**src/rtl/mlex_pkg.sv**
```systemverilog
// Shared types, token codes and character helpers of the mini C lexer.
package mlex_pkg;

    // Token kinds
    localparam logic [2:0] KIND_OP     = 3'd0;
    localparam logic [2:0] KIND_IDENT  = 3'd1;
    localparam logic [2:0] KIND_NUM    = 3'd2;
    localparam logic [2:0] KIND_RETURN = 3'd3;
    localparam logic [2:0] KIND_IF     = 3'd4;
    localparam logic [2:0] KIND_ELSE   = 3'd5;
    localparam logic [2:0] KIND_EOF    = 3'd6;
    localparam logic [2:0] KIND_ERR    = 3'd7;

    // Operator codes
    localparam logic [3:0] OP_PLUS  = 4'd0;
    localparam logic [3:0] OP_MINUS = 4'd1;
    localparam logic [3:0] OP_MUL   = 4'd2;
    localparam logic [3:0] OP_DIV   = 4'd3;
    localparam logic [3:0] OP_LPAR  = 4'd4;
    localparam logic [3:0] OP_RPAR  = 4'd5;
    localparam logic [3:0] OP_LT    = 4'd6;
    localparam logic [3:0] OP_GT    = 4'd7;
    localparam logic [3:0] OP_ASSIGN = 4'd8;
    localparam logic [3:0] OP_SEMI  = 4'd9;
    localparam logic [3:0] OP_EQ    = 4'd10;
    localparam logic [3:0] OP_NE    = 4'd11;
    localparam logic [3:0] OP_LE    = 4'd12;
    localparam logic [3:0] OP_GE    = 4'd13;

    // Keyword candidate bits
    localparam int unsigned KW_RETURN = 0;
    localparam int unsigned KW_IF     = 1;
    localparam int unsigned KW_ELSE   = 2;
    localparam logic [2:0]  KW_ALL    = 3'b111;
    localparam logic [15:0] KW_RETURN_LEN = 16'd6;
    localparam logic [15:0] KW_IF_LEN     = 16'd2;
    localparam logic [15:0] KW_ELSE_LEN   = 16'd4;

    localparam logic [62:0] NUM_MAX = {63{1'b1}};

    typedef struct packed {
        logic       req_type;
        logic [7:0] ch;
    } t_lex_req;

    typedef struct packed {
        logic [2:0]  tok_kind;
        logic [3:0]  op_code;
        logic [15:0] start_pos;
        logic [15:0] tok_len;
        logic [62:0] num_value;
        logic        last_of_run;
    } t_lex_tok;

    // Results of one character: how many, and the tokens in order
    typedef struct packed {
        logic [1:0] count;
        t_lex_tok   tok0;
        t_lex_tok   tok1;
    } t_core_res;

    function automatic logic is_space(logic [7:0] c);
        return c inside {8'h20, [8'h09:8'h0D]};
    endfunction

    function automatic logic is_digit(logic [7:0] c);
        return c inside {["0":"9"]};
    endfunction

    function automatic logic is_alpha(logic [7:0] c);
        return c inside {["a":"z"], ["A":"Z"], "_"};
    endfunction

    function automatic logic is_single_op(logic [7:0] c);
        return c inside {"+", "-", "*", "/", "(", ")", "<", ">", "=", ";"};
    endfunction

    function automatic logic [3:0] single_op_code(logic [7:0] c);
        logic [3:0] code;
        case (c)
            "+":     code = OP_PLUS;
            "-":     code = OP_MINUS;
            "*":     code = OP_MUL;
            "/":     code = OP_DIV;
            "(":     code = OP_LPAR;
            ")":     code = OP_RPAR;
            "<":     code = OP_LT;
            ">":     code = OP_GT;
            "=":     code = OP_ASSIGN;
            default: code = OP_SEMI;
        endcase
        return code;
    endfunction

    // Keyword character at a position; zero past the keyword's end
    function automatic logic [7:0] kw_char(int unsigned k, logic [2:0] idx);
        logic [7:0] ch;
        ch = 8'h00;
        case (k)
            KW_RETURN: begin
                case (idx)
                    3'd0:    ch = "r";
                    3'd1:    ch = "e";
                    3'd2:    ch = "t";
                    3'd3:    ch = "u";
                    3'd4:    ch = "r";
                    3'd5:    ch = "n";
                    default: ch = 8'h00;
                endcase
            end
            KW_IF: begin
                case (idx)
                    3'd0:    ch = "i";
                    3'd1:    ch = "f";
                    default: ch = 8'h00;
                endcase
            end
            default: begin
                case (idx)
                    3'd0:    ch = "e";
                    3'd1:    ch = "l";
                    3'd2:    ch = "s";
                    3'd3:    ch = "e";
                    default: ch = 8'h00;
                endcase
            end
        endcase
        return ch;
    endfunction

    // Drop keyword candidates that disagree with the character at idx
    function automatic logic [2:0] kw_update(logic [2:0] kw, logic [2:0] idx, logic [7:0] c);
        logic [2:0] res;
        res = kw;
        for (int unsigned k = 0; k < 3; k++) begin
            if (kw_char(k, idx) != c) res[k] = 1'b0;
        end
        return res;
    endfunction

    // acc * 10 + d, saturating at the largest 63-bit value
    function automatic logic [62:0] num_step(logic [62:0] acc, logic [3:0] d);
        logic [66:0] wide;
        wide = ({4'b0, acc} << 3) + ({4'b0, acc} << 1) + {63'b0, d};
        return (wide[66:63] != 4'b0) ? NUM_MAX : wide[62:0];
    endfunction

endpackage

```
**src/rtl/mini_c_lexer.sv**
```systemverilog
// Top level of the mini C lexer: input register, lexer core and token queue.
//
//  channel | valid       | stall        | payload                      | dir
//  input   | i_in_valid  | o_in_stall   | i_in_data  (t_lex_req)       | in
//  output  | o_out_valid | i_out_stall  | o_out_data (t_lex_tok)       | out
//
// One character per cycle while the queue has room; a character with two tokens needs
// two output transfers, so one token per unstalled output cycle sets the sustained rate.
// A character is registered in the input register and its tokens in the queue.
// Reset is synchronous (i_rst_n low) and clears lexer state and the queue.
// Input stalls while a character is held and the queue has fewer than two free entries.
module mini_c_lexer #(
    parameter int unsigned MAX_INPUT_LEN = 65536
) (
    input  logic               i_clk,
    input  logic               i_rst_n,
    input  logic               i_in_valid,
    output logic               o_in_stall,
    input  mlex_pkg::t_lex_req i_in_data,
    output logic               o_out_valid,
    input  logic               i_out_stall,
    output mlex_pkg::t_lex_tok o_out_data
);

    localparam int unsigned Depth = 4;
    localparam int unsigned PtrW  = $clog2(Depth);
    localparam int unsigned CntW  = PtrW + 1;

    logic                r_in_valid;
    mlex_pkg::t_lex_req  r_in_data;
    mlex_pkg::t_core_res res;
    logic                proc;
    logic                pop;
    logic [1:0]          push_n;

    mlex_pkg::t_lex_tok  r_fifo [Depth];
    logic [PtrW-1:0]     r_wr, r_rd;
    logic [CntW-1:0]     r_count, n_count;

    // Process the held character when at least two queue entries are free
    assign proc   = r_in_valid && (r_count <= CntW'(Depth - 2));
    assign push_n = proc ? res.count : 2'd0;
    assign pop    = o_out_valid && !i_out_stall;

    assign o_in_stall  = r_in_valid && !proc;
    assign o_out_valid = (r_count != '0);
    assign o_out_data  = r_fifo[r_rd];

    assign n_count = r_count + CntW'(push_n) - CntW'(pop);

    mlex_core #(
        .MAX_INPUT_LEN(MAX_INPUT_LEN)
    ) u_core (
        .i_clk   (i_clk),
        .i_rst_n (i_rst_n),
        .i_go    (proc),
        .i_req   (r_in_data),
        .o_res   (res)
    );

    // Capture an input transaction
    always_ff @(posedge i_clk) begin
        if (!i_rst_n) begin
            r_in_valid <= 1'b0;
        end else if (i_in_valid && !o_in_stall) begin
            r_in_valid <= 1'b1;
        end else if (proc) begin
            r_in_valid <= 1'b0;
        end
    end

    always_ff @(posedge i_clk) begin
        if (i_in_valid && !o_in_stall) begin
            r_in_data <= i_in_data;
        end
    end

    // Write up to two tokens into the queue
    always_ff @(posedge i_clk) begin
        if (push_n != 2'd0) begin
            r_fifo[r_wr] <= res.tok0;
        end
        if (push_n == 2'd2) begin
            r_fifo[r_wr + PtrW'(1)] <= res.tok1;
        end
    end

    // Advance queue pointers
    always_ff @(posedge i_clk) begin
        if (!i_rst_n) begin
            r_wr    <= '0;
            r_rd    <= '0;
            r_count <= '0;
        end else begin
            r_wr    <= r_wr + PtrW'(push_n);
            r_rd    <= r_rd + PtrW'(pop);
            r_count <= n_count;
        end
    end

    a_count_bound: assert property (@(posedge i_clk) disable iff (!i_rst_n)
        r_count <= CntW'(Depth))
        else $error("token queue overflow");

    a_count_track: assert property (@(posedge i_clk) disable iff (!i_rst_n)
        $past(i_rst_n) |-> (r_count == $past(r_count) + CntW'($past(push_n)) - CntW'($past(pop))))
        else $error("token queue count out of step with pushes and pops");

endmodule

```
**src/rtl/mlex_core.sv**
```systemverilog
// Lexer state and per-character token decision of the mini C lexer.
module mlex_core #(
    parameter int unsigned MAX_INPUT_LEN = 65536
) (
    input  logic                i_clk,
    input  logic                i_rst_n,
    input  logic                i_go,
    input  mlex_pkg::t_lex_req  i_req,
    output mlex_pkg::t_core_res o_res
);

    localparam int unsigned LimInt = (MAX_INPUT_LEN - 1 < 65535) ? MAX_INPUT_LEN - 1 : 65535;
    localparam logic [15:0] PosLimit = 16'(LimInt);

    typedef enum logic [1:0] {MODE_IDLE, MODE_IDENT, MODE_NUM, MODE_OP} t_mode;
    typedef enum logic [1:0] {PEND_LT, PEND_GT, PEND_EQ, PEND_NOT} t_pend;

    t_mode       r_mode, n_mode;
    t_pend       r_pend, n_pend;
    logic [15:0] r_pos, n_pos;
    logic [15:0] r_start, n_start;
    logic [15:0] r_len, n_len;
    logic [62:0] r_acc, n_acc;
    logic [2:0]  r_kw, n_kw;

    logic               eof;
    logic [7:0]         c;
    logic [2:0]         kw_idx;
    logic               f_valid, b_valid;
    mlex_pkg::t_lex_tok f_tok, b_tok;

    function automatic logic [15:0] sat_inc(logic [15:0] v);
        return (v < PosLimit) ? v + 16'd1 : PosLimit;
    endfunction

    assign c      = i_req.ch;
    assign eof    = i_req.req_type || (c == 8'h00);
    assign kw_idx = (r_len < 16'd8) ? r_len[2:0] : 3'd7;

    // Token that the pending state turns into when it is closed
    always_comb begin
        f_tok = '0;
        f_tok.start_pos = r_start;
        case (r_mode)
            MODE_IDENT: begin
                f_tok.tok_kind = mlex_pkg::KIND_IDENT;
                if (r_kw[mlex_pkg::KW_RETURN] && r_len == mlex_pkg::KW_RETURN_LEN)
                    f_tok.tok_kind = mlex_pkg::KIND_RETURN;
                if (r_kw[mlex_pkg::KW_IF] && r_len == mlex_pkg::KW_IF_LEN)
                    f_tok.tok_kind = mlex_pkg::KIND_IF;
                if (r_kw[mlex_pkg::KW_ELSE] && r_len == mlex_pkg::KW_ELSE_LEN)
                    f_tok.tok_kind = mlex_pkg::KIND_ELSE;
                f_tok.tok_len = r_len;
            end
            MODE_NUM: begin
                f_tok.tok_kind  = mlex_pkg::KIND_NUM;
                f_tok.tok_len   = r_len;
                f_tok.num_value = r_acc;
            end
            MODE_OP: begin
                f_tok.tok_len = 16'd1;
                case (r_pend)
                    PEND_LT: begin
                        f_tok.tok_kind = mlex_pkg::KIND_OP;
                        f_tok.op_code  = mlex_pkg::OP_LT;
                    end
                    PEND_GT: begin
                        f_tok.tok_kind = mlex_pkg::KIND_OP;
                        f_tok.op_code  = mlex_pkg::OP_GT;
                    end
                    PEND_EQ: begin
                        f_tok.tok_kind = mlex_pkg::KIND_OP;
                        f_tok.op_code  = mlex_pkg::OP_ASSIGN;
                    end
                    default: f_tok.tok_kind = mlex_pkg::KIND_ERR;
                endcase
            end
            default: f_tok = '0;
        endcase
    end

    // Decide the next state and the second token of this character
    always_comb begin
        n_mode  = r_mode;
        n_pend  = r_pend;
        n_pos   = r_pos;
        n_start = r_start;
        n_len   = r_len;
        n_acc   = r_acc;
        n_kw    = r_kw;
        f_valid = 1'b0;
        b_valid = 1'b0;
        b_tok   = '0;
        if (i_go) begin
            if (eof) begin
                f_valid         = (r_mode != MODE_IDLE);
                b_valid         = 1'b1;
                b_tok.tok_kind  = mlex_pkg::KIND_EOF;
                b_tok.start_pos = r_pos;
                n_mode  = MODE_IDLE;
                n_pend  = PEND_LT;
                n_pos   = '0;
                n_start = '0;
                n_len   = '0;
                n_acc   = '0;
                n_kw    = mlex_pkg::KW_ALL;
            end else begin
                n_pos = sat_inc(r_pos);
                if (r_mode == MODE_IDENT &&
                    (mlex_pkg::is_alpha(c) || mlex_pkg::is_digit(c))) begin
                    n_kw  = mlex_pkg::kw_update(r_kw, kw_idx, c);
                    n_len = sat_inc(r_len);
                end else if (r_mode == MODE_NUM && mlex_pkg::is_digit(c)) begin
                    n_acc = mlex_pkg::num_step(r_acc, c[3:0]);
                    n_len = sat_inc(r_len);
                end else if (r_mode == MODE_OP && c == "=") begin
                    b_valid         = 1'b1;
                    b_tok.tok_kind  = mlex_pkg::KIND_OP;
                    b_tok.start_pos = r_start;
                    b_tok.tok_len   = 16'd2;
                    case (r_pend)
                        PEND_EQ:  b_tok.op_code = mlex_pkg::OP_EQ;
                        PEND_NOT: b_tok.op_code = mlex_pkg::OP_NE;
                        PEND_LT:  b_tok.op_code = mlex_pkg::OP_LE;
                        default:  b_tok.op_code = mlex_pkg::OP_GE;
                    endcase
                    n_mode = MODE_IDLE;
                    n_pend = PEND_LT;
                end else begin
                    // close the pending token, then start on this character
                    f_valid = (r_mode != MODE_IDLE);
                    n_mode  = MODE_IDLE;
                    n_len   = '0;
                    n_acc   = '0;
                    n_kw    = mlex_pkg::KW_ALL;
                    n_pend  = PEND_LT;
                    if (!mlex_pkg::is_space(c)) begin
                        n_start = r_pos;
                        if (mlex_pkg::is_alpha(c)) begin
                            n_mode = MODE_IDENT;
                            n_len  = 16'd1;
                            n_kw   = mlex_pkg::kw_update(mlex_pkg::KW_ALL, 3'd0, c);
                        end else if (mlex_pkg::is_digit(c)) begin
                            n_mode = MODE_NUM;
                            n_len  = 16'd1;
                            n_acc  = {59'b0, c[3:0]};
                        end else if (c == "<" || c == ">" || c == "=" || c == "!") begin
                            n_mode = MODE_OP;
                            case (c)
                                "<":     n_pend = PEND_LT;
                                ">":     n_pend = PEND_GT;
                                "=":     n_pend = PEND_EQ;
                                default: n_pend = PEND_NOT;
                            endcase
                        end else begin
                            b_valid         = 1'b1;
                            b_tok.start_pos = r_pos;
                            b_tok.tok_len   = 16'd1;
                            if (mlex_pkg::is_single_op(c)) begin
                                b_tok.tok_kind = mlex_pkg::KIND_OP;
                                b_tok.op_code  = mlex_pkg::single_op_code(c);
                            end else begin
                                b_tok.tok_kind = mlex_pkg::KIND_ERR;
                            end
                        end
                    end
                end
            end
        end
    end

    // Pack the tokens in order and mark the last one
    always_comb begin
        o_res = '0;
        if (f_valid) begin
            o_res.tok0 = f_tok;
            o_res.tok1 = b_tok;
            o_res.tok0.last_of_run = !b_valid;
            o_res.tok1.last_of_run = 1'b1;
            o_res.count = b_valid ? 2'd2 : 2'd1;
        end else if (b_valid) begin
            o_res.tok0 = b_tok;
            o_res.tok0.last_of_run = 1'b1;
            o_res.count = 2'd1;
        end
    end

    // Hold lexer state
    always_ff @(posedge i_clk) begin
        if (!i_rst_n) begin
            r_mode  <= MODE_IDLE;
            r_pend  <= PEND_LT;
            r_pos   <= '0;
            r_start <= '0;
            r_len   <= '0;
            r_acc   <= '0;
            r_kw    <= mlex_pkg::KW_ALL;
        end else begin
            r_mode  <= n_mode;
            r_pend  <= n_pend;
            r_pos   <= n_pos;
            r_start <= n_start;
            r_len   <= n_len;
            r_acc   <= n_acc;
            r_kw    <= n_kw;
        end
    end

    a_idle_clear: assert property (@(posedge i_clk) disable iff (!i_rst_n)
        (r_mode == MODE_IDLE || r_mode == MODE_OP) |-> (r_len == 16'd0 && r_acc == 63'd0))
        else $error("idle or operator state carries a length or value");

    a_word_len: assert property (@(posedge i_clk) disable iff (!i_rst_n)
        (r_mode == MODE_IDENT || r_mode == MODE_NUM) |-> (r_len != 16'd0))
        else $error("open word token with zero length");

    a_eof_pos: assert property (@(posedge i_clk) disable iff (!i_rst_n)
        (i_go && eof) |=> (r_pos == 16'd0 && r_mode == MODE_IDLE))
        else $error("end of input did not restart the position");

endmodule

```
**config.mk**
```make
export PLATFORM = sky130hd
export DESIGN_NAME = mini_c_lexer
export DESIGN_NICKNAME = d
export VERILOG_FILES = /design/src/rtl/mlex_pkg.sv /design/src/rtl/mini_c_lexer.sv /design/src/rtl/mlex_core.sv
export SDC_FILE = /design/constraint.sdc
export NUM_CORES = 1
export LEC_CHECK = 0
export ABC_AREA = 1
export BUFFER_PORTS_ARGS = -buffer_cell sky130_fd_sc_hd__buf_2
export CAP_MARGIN = 20
export CORE_MARGIN = 3
export CORE_UTILIZATION = 55
export CTS_CLUSTER_SIZE = 20
export DETAILED_ROUTE_END_ITERATION = 8
export GPL_ROUTABILITY_DRIVEN = 0
export PLACE_DENSITY = 0.72
export SLEW_MARGIN = 20
export SYNTH_ARGS = -nofsm -noshare
export SYNTH_HDL_FRONTEND = slang
export SYNTH_SLANG_ARGS = --single-unit
export TNS_END_PERCENT = 5
```
**constraint.sdc**
```tcl
create_clock -name i_clk -period 4.6 [get_ports i_clk]
set_input_delay 1.38 -clock i_clk [delete_from_list [all_inputs] [get_ports i_clk]]
set_output_delay 1.38 -clock i_clk [all_outputs]
set_load 0.01 [all_outputs]
```
# --- After elaboration in Yosys (flattened, before gate mapping) ---
# Memory sizes are Yosys's and may differ from the RTL's. A register that Yosys moved wholly into a read port is not among the register bits.
# Cells that the tools add are included.
totals:
  ff_bits: 135
  mem_bits_rw: 412
  in_bits: 13
  out_inout_bits: 105
  word_cells: 266
  n_memories: 1
op_classes:
  add_sub_neg: 9
  n_lt_le_gt_ge: 12
  eq_ne: 45
  muxes: 138
  n_reduce_logical: 46
mem_list:
  columns: ["memory", "depth", "width", "read_ports", "rd_clocked_by_memory_dff", "wr", "line", "source"]
  rows:
  - ["r_fifo", 4, 103, 1, 1, 2, "mini_c_lexer.sv:36", "mlex_pkg::t_lex_tok r_fifo [Depth];"]
ops:
  columns: ["operator", "count"]
  rows:
  - ["63-bit two-way mux", 8]
  - ["39-bit two-way mux", 8]
  - ["16-bit two-way mux", 17]
  - ["8-bit two-way mux", 30]
  - ["105-bit two-way mux", 1]
  - ["104-bit two-way mux", 1]
  - ["103-bit two-way mux", 1]
  - ["8-bit by 6-bit equality test with 1-bit output, second input constant", 12]
  - ["66-bit by 64-bit adder with 67-bit output", 1]
  - ["67-bit by 4-bit adder with 67-bit output", 1]
  - ["8-bit != test", 6]
  - ["2-bit two-way mux", 20]
  - ["3-bit two-way mux", 12]
  - ["4-bit one-hot mux with 9 select lines", 1]
  - ["7-bit one-hot mux with 5 select lines", 1]
  - ["16-bit by 1-bit adder with 16-bit output, second input constant", 2]
  - ["16-bit by 3-bit equality test with 1-bit output, second input constant", 2]
  - ["16-bit < comparator, second input constant", 2]
  - ["16-bit one-hot mux with 2 select lines", 1]
  - ["1-bit two-way mux", 27]
  - ["7-bit one-hot mux with 3 select lines", 1]
  - ["3-bit one-hot mux with 3 select lines", 2]
  - ["16-bit by 2-bit equality test with 1-bit output, second input constant", 1]
  - ["8-bit by 7-bit >= comparator with 1-bit output, second input constant", 2]
  - ["other kinds (42)", 90]

# --- Logic depth before layout (Yosys ltp) ---
# Gate-level depths: netlist (run 1).
logic_depth:
  ltp_word: 19
  depth_mapped: 29
  ltp_nobuf: 25

# --- By module ---
# From an unflattened synthesis (run 1), not the netlist that was laid out.
unflattened:
  hier_cells: 5097
  hier_area_um2: 36930.4
modules_own_cells:
  columns: ["mod", "instances", "cells_per_inst", "area_each_um2"]
  rows:
  - ["mini_c_lexer", 1, 2454, 21961.1]
  - ["mlex_core", 1, 2643, 14969.4]

# --- Worst setup path before layout (run 1) ---
# OpenSTA, ideal clock, no wires.
synth_path:
  kind: "register to register"
  startpoint: "register r_in_data[3] (netlist bit)"
  endpoint: "memory r_fifo[2][0] (netlist bit) (enable)"
  setup_ps: 370
  t_arrival_ps: 3810
  slack_ps: 420
  path_stages_with_launch: 28
  n_path_buf: 5
  cell_sequence: "edfxtp_1 -> buf_4 -> nor2_1 -> nand2_1 -> o21ai_1 -> nand2_1 -> nand2_1 -> inv_2 -> nor2_4 -> nand2_2 -> nand2_2 -> nand3_2 -> nand2_4 -> nand2_2 -> inv_2 -> buf_6 -> buf_4 -> ha_1 -> inv_1 -> nor2_1 -> nor2_1 -> inv_1 -> nand2_1 -> inv_1 -> nor2_1 -> buf_2 -> clkbuf_1 -> inv_1"
synth_rtl:
  columns: ["item", "line", "source"]
  rows:
  - ["start: declaration", "mini_c_lexer.sv:30", "mlex_pkg::t_lex_req r_in_data;"]
  - ["start signal: assignment", "mini_c_lexer.sv:74", "r_in_data <= i_in_data;"]
  - ["end: declaration", "mini_c_lexer.sv:36", null]

==> flow_metrics.tcl, run 1 <==
set metrics [dict create \
    power_frac_seq_pct 39.5 \
    detail_route.vias_per_cell 5.69 \
    pwr-share-comb_pct 24.0 \
    synth_edf_count 113 \
    critPathMaxStageDelay_ns 0.54 \
    crit_family "simple AND/OR/NAND/NOR gates" \
    seq_area_frac_synth_pct 36.7 \
    dp_slack_ns 0.540 \
    synthesis.nets 5223 \
    ir_drop_v 0.000380 \
    die_area_um2 62900 \
    reg2reg_depth 23 \
    total_power_w 0.0129 \
    cp-end-kind "register" \
    post-route-util_pct 60.4 \
    fin_nets 5168 \
    grt_max_degree 245 \
    tightest_slew_ns 1.26 \
    std_cell_rows 89 \
    clkTransAtPathRegs_ns 0.06 \
    synth_top_area_share_pct 26.4 \
    clock-root-buffer "clkbuf_16" \
    period_share_pct 90.3 \
    setup_viol 0 \
    numCtsBuffers 57 \
    post-route-min-period_ns 4.15 \
    ctsLongestPathBuffers 3 \
    postCtsSetupRepairBufs 0 \
    regToRegEndpoint "r_fifo[0][9]$_SDFFE_PP0P_" \
    synth_area_leader_cell "dfxtp_1" \
    grt_pass1_wl_um 163000 \
    cellPowerDensity_nw_per_um2 361 \
    floorplan.initialDensity_pct 55.7 \
    crit_arrival_ns 4.73 \
    ios 118 \
    avgSynthCellArea_um2 6.50 \
    path_buf_inv 8 \
    finClkSkew_ns 0.0559 \
    ys_ff_latch 547 \
    track_usage_pct 31.6 \
    cts_tree "yes" \
    crit-reg2reg-launch "r_in_data[1]$_DFFE_PP_" \
    critical_path.slowest_cell "edfxtp_1" \
    synth_common_cells "nand2_1 (1802), nand3_1 (618), inv_1 (451)" \
    min-delay-start "r_fifo[2][78]$_SDFFE_PP0N_" \
    fmax_ghz 0.241 \
    relSlewSlack_pct 16.2 \
    clk_latency_ns 0.66 \
    synth_cell_type_count 49 \
    crit_end "r_fifo[0][9]$_SDFFE_PP0P_" \
    fin_tns_setup_ns 0 \
    fin_ws_ns 0.446 \
    layout-drive-gt1-share_pct 6.21 \
    firstDrtPassIters 7 \
    drtAntennaViolNets 0 \
    hold_viol 0 \
    r2r_setup_slack_ns 0.45 \
    die_y_um 251 \
    syn_area_um2 32900 \
    cp.required_ns 5.17 \
    switchingPower_w 0.00432 \
    maxSlewViolCount 0 \
    p_int_w 0.00858 \
    dp_hpwl_um 66000 \
    worst-path-stages 23 \
    vias 33200 \
    startpoint "r_in_data[1]$_DFFE_PP_" \
    cts_resized 0 \
    clock-sinks 547 \
    die_w_um 251 \
    wl_per_cell_um 17.6 \
    async_flop_share_pct 0 \
    htree_levels 2 \
    critical_path.cell_chain "inv_2, nand2_2, o21ai_2, nand3_1, nand2_2, inv_2, nor2_2, inv_2, nand3_2, nand2_4, nand2_2, inv_8, ha_1, inv_1, nor2_1, nor2_1, inv_1, nand2_1, clkinv_2, nor2_4, buf_12, nand2_1, nand2_1" \
    overflow 0 \
    portBuffers 117 \
    rsz0062_at_grt "false" \
    drt-initial-drc-count 4151 \
    p_leak_nw 18.1 \
    ys_top_cells_by_area "dfxtp_1 (26%), nand2_1 (21%), edfxtp_1 (10%)" \
    path_max_fanout 62 \
    start_kind "register" \
    antenna_found_initial 1 \
    sw_frac_of_total_pct 33.5 \
    drc 0 \
    crit_type "register to register" \
    hold_class "register to register" \
    pwr-share-clk_pct 36.6 \
    maxCapViolCount 0 \
    ys_warn_count 0 \
    fillers 5625 \
    design.core.area_um2 59100 \
    area_growth_pct 8.34 \
    syn_inst 5070 \
    status "complete, no violations" \
    num_antenna_cells 0 \
    synth_flop_cell "dfxtp_1" \
    synth.most_common_cell "nand2_1" \
    routed_wirelength_um 102000 \
    hold_buffers 0 \
    grt_pass1_vias 29800 \
]
[final cells by class]
cell class,instances,area [um^2],share of cell area [%]
clock buffers,81,1600,4.47
clock inverters,23,295,0.827
inverters,468,1780,4.98
multi-input cells,3772,17800,49.9
flip-flops and latches,547,12100,33.9
well taps,773,967,2.71
repair buffers,169,1160,3.26
[cell families (layout without fill, tap and decap cells)]
logic type / count (synthesis) / after routing / share of synthesized area, %
AND/OR/NAND/NOR: 2978 / 2978 / 37.2
buffers and inverters: 751 / 741 / 9.46
AO/OA/AOI/OAI: 598 / 598 / 9.76
flip-flops: 547 / 547 / 36.7
adder cells (fa/ha/maj): 140 / 140 / 5.39
XOR/XNOR: 56 / 56 / 1.49
[flip-flops by register name, indices dropped and copies added (netlist names)]
signal          flops
r_count             3
r_fifo            412
r_in_data           9
r_in_valid          1
r_rd                2
r_wr                2
u_core.r_acc       63
u_core.r_kw         3
u_core.r_len       16
u_core.r_mode       2
u_core.r_pend       2
u_core.r_pos       16
u_core.r_start     16
[metrics by stage]
step | cell area [um^2] | cells | hold WS (ns)
global route | 35700 | 5833 | 0.457
global placement | 33800 | 5729 | 0.431
CTS | 35700 | 5833 | 0.450
detailed placement | 33800 | 5729 | 0.434
finish | 35700 | 5833 | 0.448
floorplan | 32900 | 5070 | 0.419
[routing by layer]
| layer | global-route usage (%) | wire length (um) | share of wire, % | vias up |
|---|---|---|---|---|
| li1 | - | - | - | 16200 |
| met1 | 47.1 | 46200 | 45 | 15300 |
| met2 | 47.6 | 43300 | 42 | 1505 |
| met3 | 4.80 | 10400 | 10 | 165 |
| met4 | 8.47 | 2480 | 2.4 | 0 |
| met5 | 0 | 0 | 0 | - |
[power by group through the flow]
stage | Combinational [W] | Clock [W] | Sequential (W)
finish | 0.00309 | 0.00471 | 0.00509
global route | 0.00336 | 0.00494 | 0.00510
CTS | 0.00306 | 0.00476 | 0.00509
detailed placement | 0.00305 | 0 | 0.00519
global placement | 0.00304 | 0 | 0.00519
floorplan | 0.00200 | 0 | 0.00510
[worst min-delay path by stage]
stage | to | cells past startpoint | slack (ns)
6_report | r_fifo[2][78]$_SDFFE_PP0N_ | 2 | 0.45
5_1_grt | r_fifo[1][60]$_SDFFE_PP0N_ | 2 | 0.46
4_1_cts | r_fifo[2][78]$_SDFFE_PP0N_ | 2 | 0.45
3_5_place_dp | r_fifo[1][10]$_SDFFE_PP0N_ | 2 | 0.43
3_3_place_gp | r_fifo[1][22]$_SDFFE_PP0N_ | 2 | 0.43
2_1_floorplan | u_core.r_kw[0]$_SDFFE_PN1P_ | 2 | 0.42
[worst min-delay path: cells and delay by family, from the launching register on]
| family | cells | cell delay, ns |
|---|---|---|
| AND/OR/NAND/NOR | 2 | 0.10 |
| flip-flops | 1 | 0.31 |
[placed cells by master (no fill, tap or decap), drive strengths merged, types with 48 or more instances in the layout]
cell    netlist  final
o21ai       283    283
inv         466    463
a21oi       175    175
nand2      1810   1810
edfxtp      113    113
nor3         48     48
nor2        443    443
o22ai       108    108
dfxtp       434    434
buf          99    169
ha          137    137
clkbuf      184     81
nand3       620    620
Power figures use the tool's default switching activity.
==> inputs of run 2 (changes only) <==
- BUFFER_PORTS_ARGS: -buffer_cell sky130_fd_sc_hd__buf_2 -> default
- DONT_BUFFER_PORTS: default -> 1
- PLACE_DENSITY: 0.72 -> 0.7
- SYNTH_HIERARCHICAL: default -> 1
==> flow_metrics.tcl, run 2 <==
set metrics [dict create \
    status "complete, no violations" \
    grt_max_degree 208 \
    hold_viol 0 \
    synth_compound_area_share_pct 9.23 \
    setup_viol 0 \
    crit_type "register to register" \
    design.core.area_um2 66100 \
    maxCapViolCount 0 \
    async_flop_share_pct 0 \
    die_w_um 265 \
    post-route-min-period_ns 4.23 \
    whs_path_depth 2 \
    regToRegEndpoint "r_fifo[0][94]$_DFFE_PP_" \
    die_y_um 265 \
    clock-root-buffer "clkbuf_16" \
    track_usage_pct 30.7 \
    period_share_pct 92.0 \
    fin_nets 5088 \
    ios 118 \
    post-route-util_pct 58.8 \
    std_cell_rows 94 \
    antenna_found_initial 7 \
    vias 33800 \
    drt-initial-drc-count 3387 \
    cts_resized 0 \
    die_area_um2 70300 \
    fillers 6212 \
    ctsLongestPathBuffers 3 \
    synthAdderAreaFrac_pct 4.91 \
    cts_tree "yes" \
    grt_pass1_wl_um 174000 \
    clkTransAtPathRegs_ns 0.06 \
    grt_pass1_vias 31500 \
    ys_warn_count 6 \
    cellPowerDensity_nw_per_um2 335 \
    ir_drop_v 0.000619 \
    drc 0 \
    synth_flop_cell "edfxtp_1" \
    min_to "u_core/r_kw[0]$_SDFFE_PN1P_" \
    final_common_cell "nand2_1" \
    synth_area_leader_cell "edfxtp_1" \
    regMostFlops "r_fifo" \
    maxSlewViolCount 0 \
    hold_class "register to register" \
    finClkSkew_ns 0.0230 \
    fmax_ghz 0.236 \
    crit_arrival_ns 4.73 \
    syn_inst 5097 \
    hold_slack_ns 0.449 \
    min-delay-start "u_core/r_kw[0]$_SDFFE_PN1P_" \
    crit-reg2reg-launch "r_in_data[7]$_DFFE_PP_" \
    layout-drive-gt1-share_pct 4.92 \
    ys_ff_latch 547 \
    p_leak_nw 16.7 \
    synth_top_family_by_area "simple AND/OR/NAND/NOR gates" \
    relSlewSlack_pct 27.3 \
    firstDrtPassIters 6 \
    overflow 0 \
    synth_common_cells "nand2_1 (1748), nand3_1 (623), nor2_1 (458)" \
    htree_levels 2 \
    area_growth_pct 5.32 \
    detail_route.vias_per_cell 5.78 \
    tightest_slew_ns 1.09 \
    synth_mux_area_share_pct 0 \
    hold_buffers 0 \
    dpl_cell_area_um2 36900 \
    synth_top_area_share_pct 34.2 \
    cp-end-kind "register" \
    numCtsBuffers 59 \
    fin_area_um2 38900 \
    use_met1_pct 41.9 \
    most-common-layout-cells "nand2_1 (1744), nand3_1 (623), nor2_1 (458), edfxtp_1 (421), inv_1 (358)" \
    seq_area_frac_synth_pct 41.1 \
    wl_per_cell_um 18.7 \
    drtAntennaViolNets 0 \
    floorplan.initialDensity_pct 55.9 \
    ys_top_cells_by_area "edfxtp_1 (34%), nand2_1 (18%), nand3_1 (8.4%)" \
    synth.most_common_cell "nand2_1" \
    routed_wirelength_um 110000 \
    rsz0062_at_grt "false" \
    portBuffers 0 \
    synth_xor_xnor_area_share_pct 1.40 \
    dp_hpwl_um 69600 \
    syn_area_um2 36900 \
    met2_usage_pct 50.3 \
    fin_tns_setup_ns 0 \
    postCtsSetupRepairBufs 0 \
    top_usage_layer "met2" \
    r2r_setup_slack_ns 0.37 \
    synth_cell_type_count 55 \
    met3_usage_pct 5.33 \
    path_max_fanout 57 \
    synth_edf_count 421 \
    start_kind "register" \
    reg2reg_depth 20 \
    reg_top3 "r_fifo x412, u_core/r_acc x63" \
    clock-sinks 547 \
    largest_reg_flops 412 \
    clk_latency_ns 0.64 \
    avgSynthCellArea_um2 7.25 \
    synthSimpleGateAreaFrac_pct 33.6 \
    cp.required_ns 5.10 \
]
## run 2: cell type report
type                    count  area, um^2  area share (%)
multi-input cells        3873       18500            47.5
inverters                 381        1450            3.73
flip-flops and latches    547       15200            39.0
repair buffers             70         751            1.93
diodes                      6        15.0          0.0386
clock buffers              77        1660            4.26
clock inverters            33         295           0.759
well taps                 864        1080            2.78
## run 2: cell families (layout without fill, tap and decap cells)
logic type               after synthesis  count (layout)
adder cells (fa/ha/maj)              143             143
AND/OR/NAND/NOR                     2961            2961
AO/OA/AOI/OAI                        632             632
flip-flops                           547             547
XOR/XNOR                              59              59
other                                  1              84
buffers and inverters                754             561
## run 2: through the flow
step	setup WS, ns	power [W]	instances
2_1_floorplan	-0.820	0.00754	5174
5_1_grt	0.0992	0.0135	5845
3_3_place_gp	0.593	0.00825	5735
4_1_cts	0.434	0.0131	5845
3_5_place_dp	0.460	0.00830	5735
6_report	0.367	0.0130	5851
## run 2: power breakdown
group	internal [W]	leakage [nW]	switching (W)
Clock	0.00275	0.961	0.00206
Sequential	0.00539	4.46	0.0000765
Combinational	0.000624	11.3	0.00213
## run 2: worst max path at each step
stage | start | to | slack, ns
final | r_in_data[7]$_DFFE_PP_ | r_fifo[0][94]$_DFFE_PP_ | 0.37
after global routing | r_in_data[7]$_DFFE_PP_ | r_fifo[0][34]$_DFFE_PP_ | 0.1
after CTS | r_in_data[7]$_DFFE_PP_ | r_fifo[0][34]$_DFFE_PP_ | 0.43
after detailed placement | r_in_data[7]$_DFFE_PP_ | r_fifo[0][34]$_DFFE_PP_ | 0.46
after global placement | r_in_data[3]$_DFFE_PP_ | r_fifo[0][90]$_DFFE_PP_ | 0.59
after floorplan | r_in_data[3]$_DFFE_PP_ | r_fifo[1][0]$_DFFE_PP_ | -0.82
## run 2: per-layer routing
layer	wire length (um)	vias to the layer above
met3	10400	190
met2	50600	1477
li1	-	16400
met4	2620	6
met1	45900	15800
met5	46	-
## run 2: worst max-delay path: stages (launching register included)
cell	delay (ns)
edfxtp_1	0.57
nor2_4	0.20
nand3_2	0.15
nor2_2	0.15
nand2_1	0.09
nor2_1	0.17
inv_2	0.07
nor2_4	0.17
inv_2	0.08
nand2_2	0.10
nor2_4	0.06
nand2_8	0.10
nor2_4	0.04
ha_1	0.23
inv_1	0.17
nor2_8	0.09
nand3_4	0.08
buf_4	0.66
buf_4	0.65
nand2_1	0.14
nand2_1	0.09
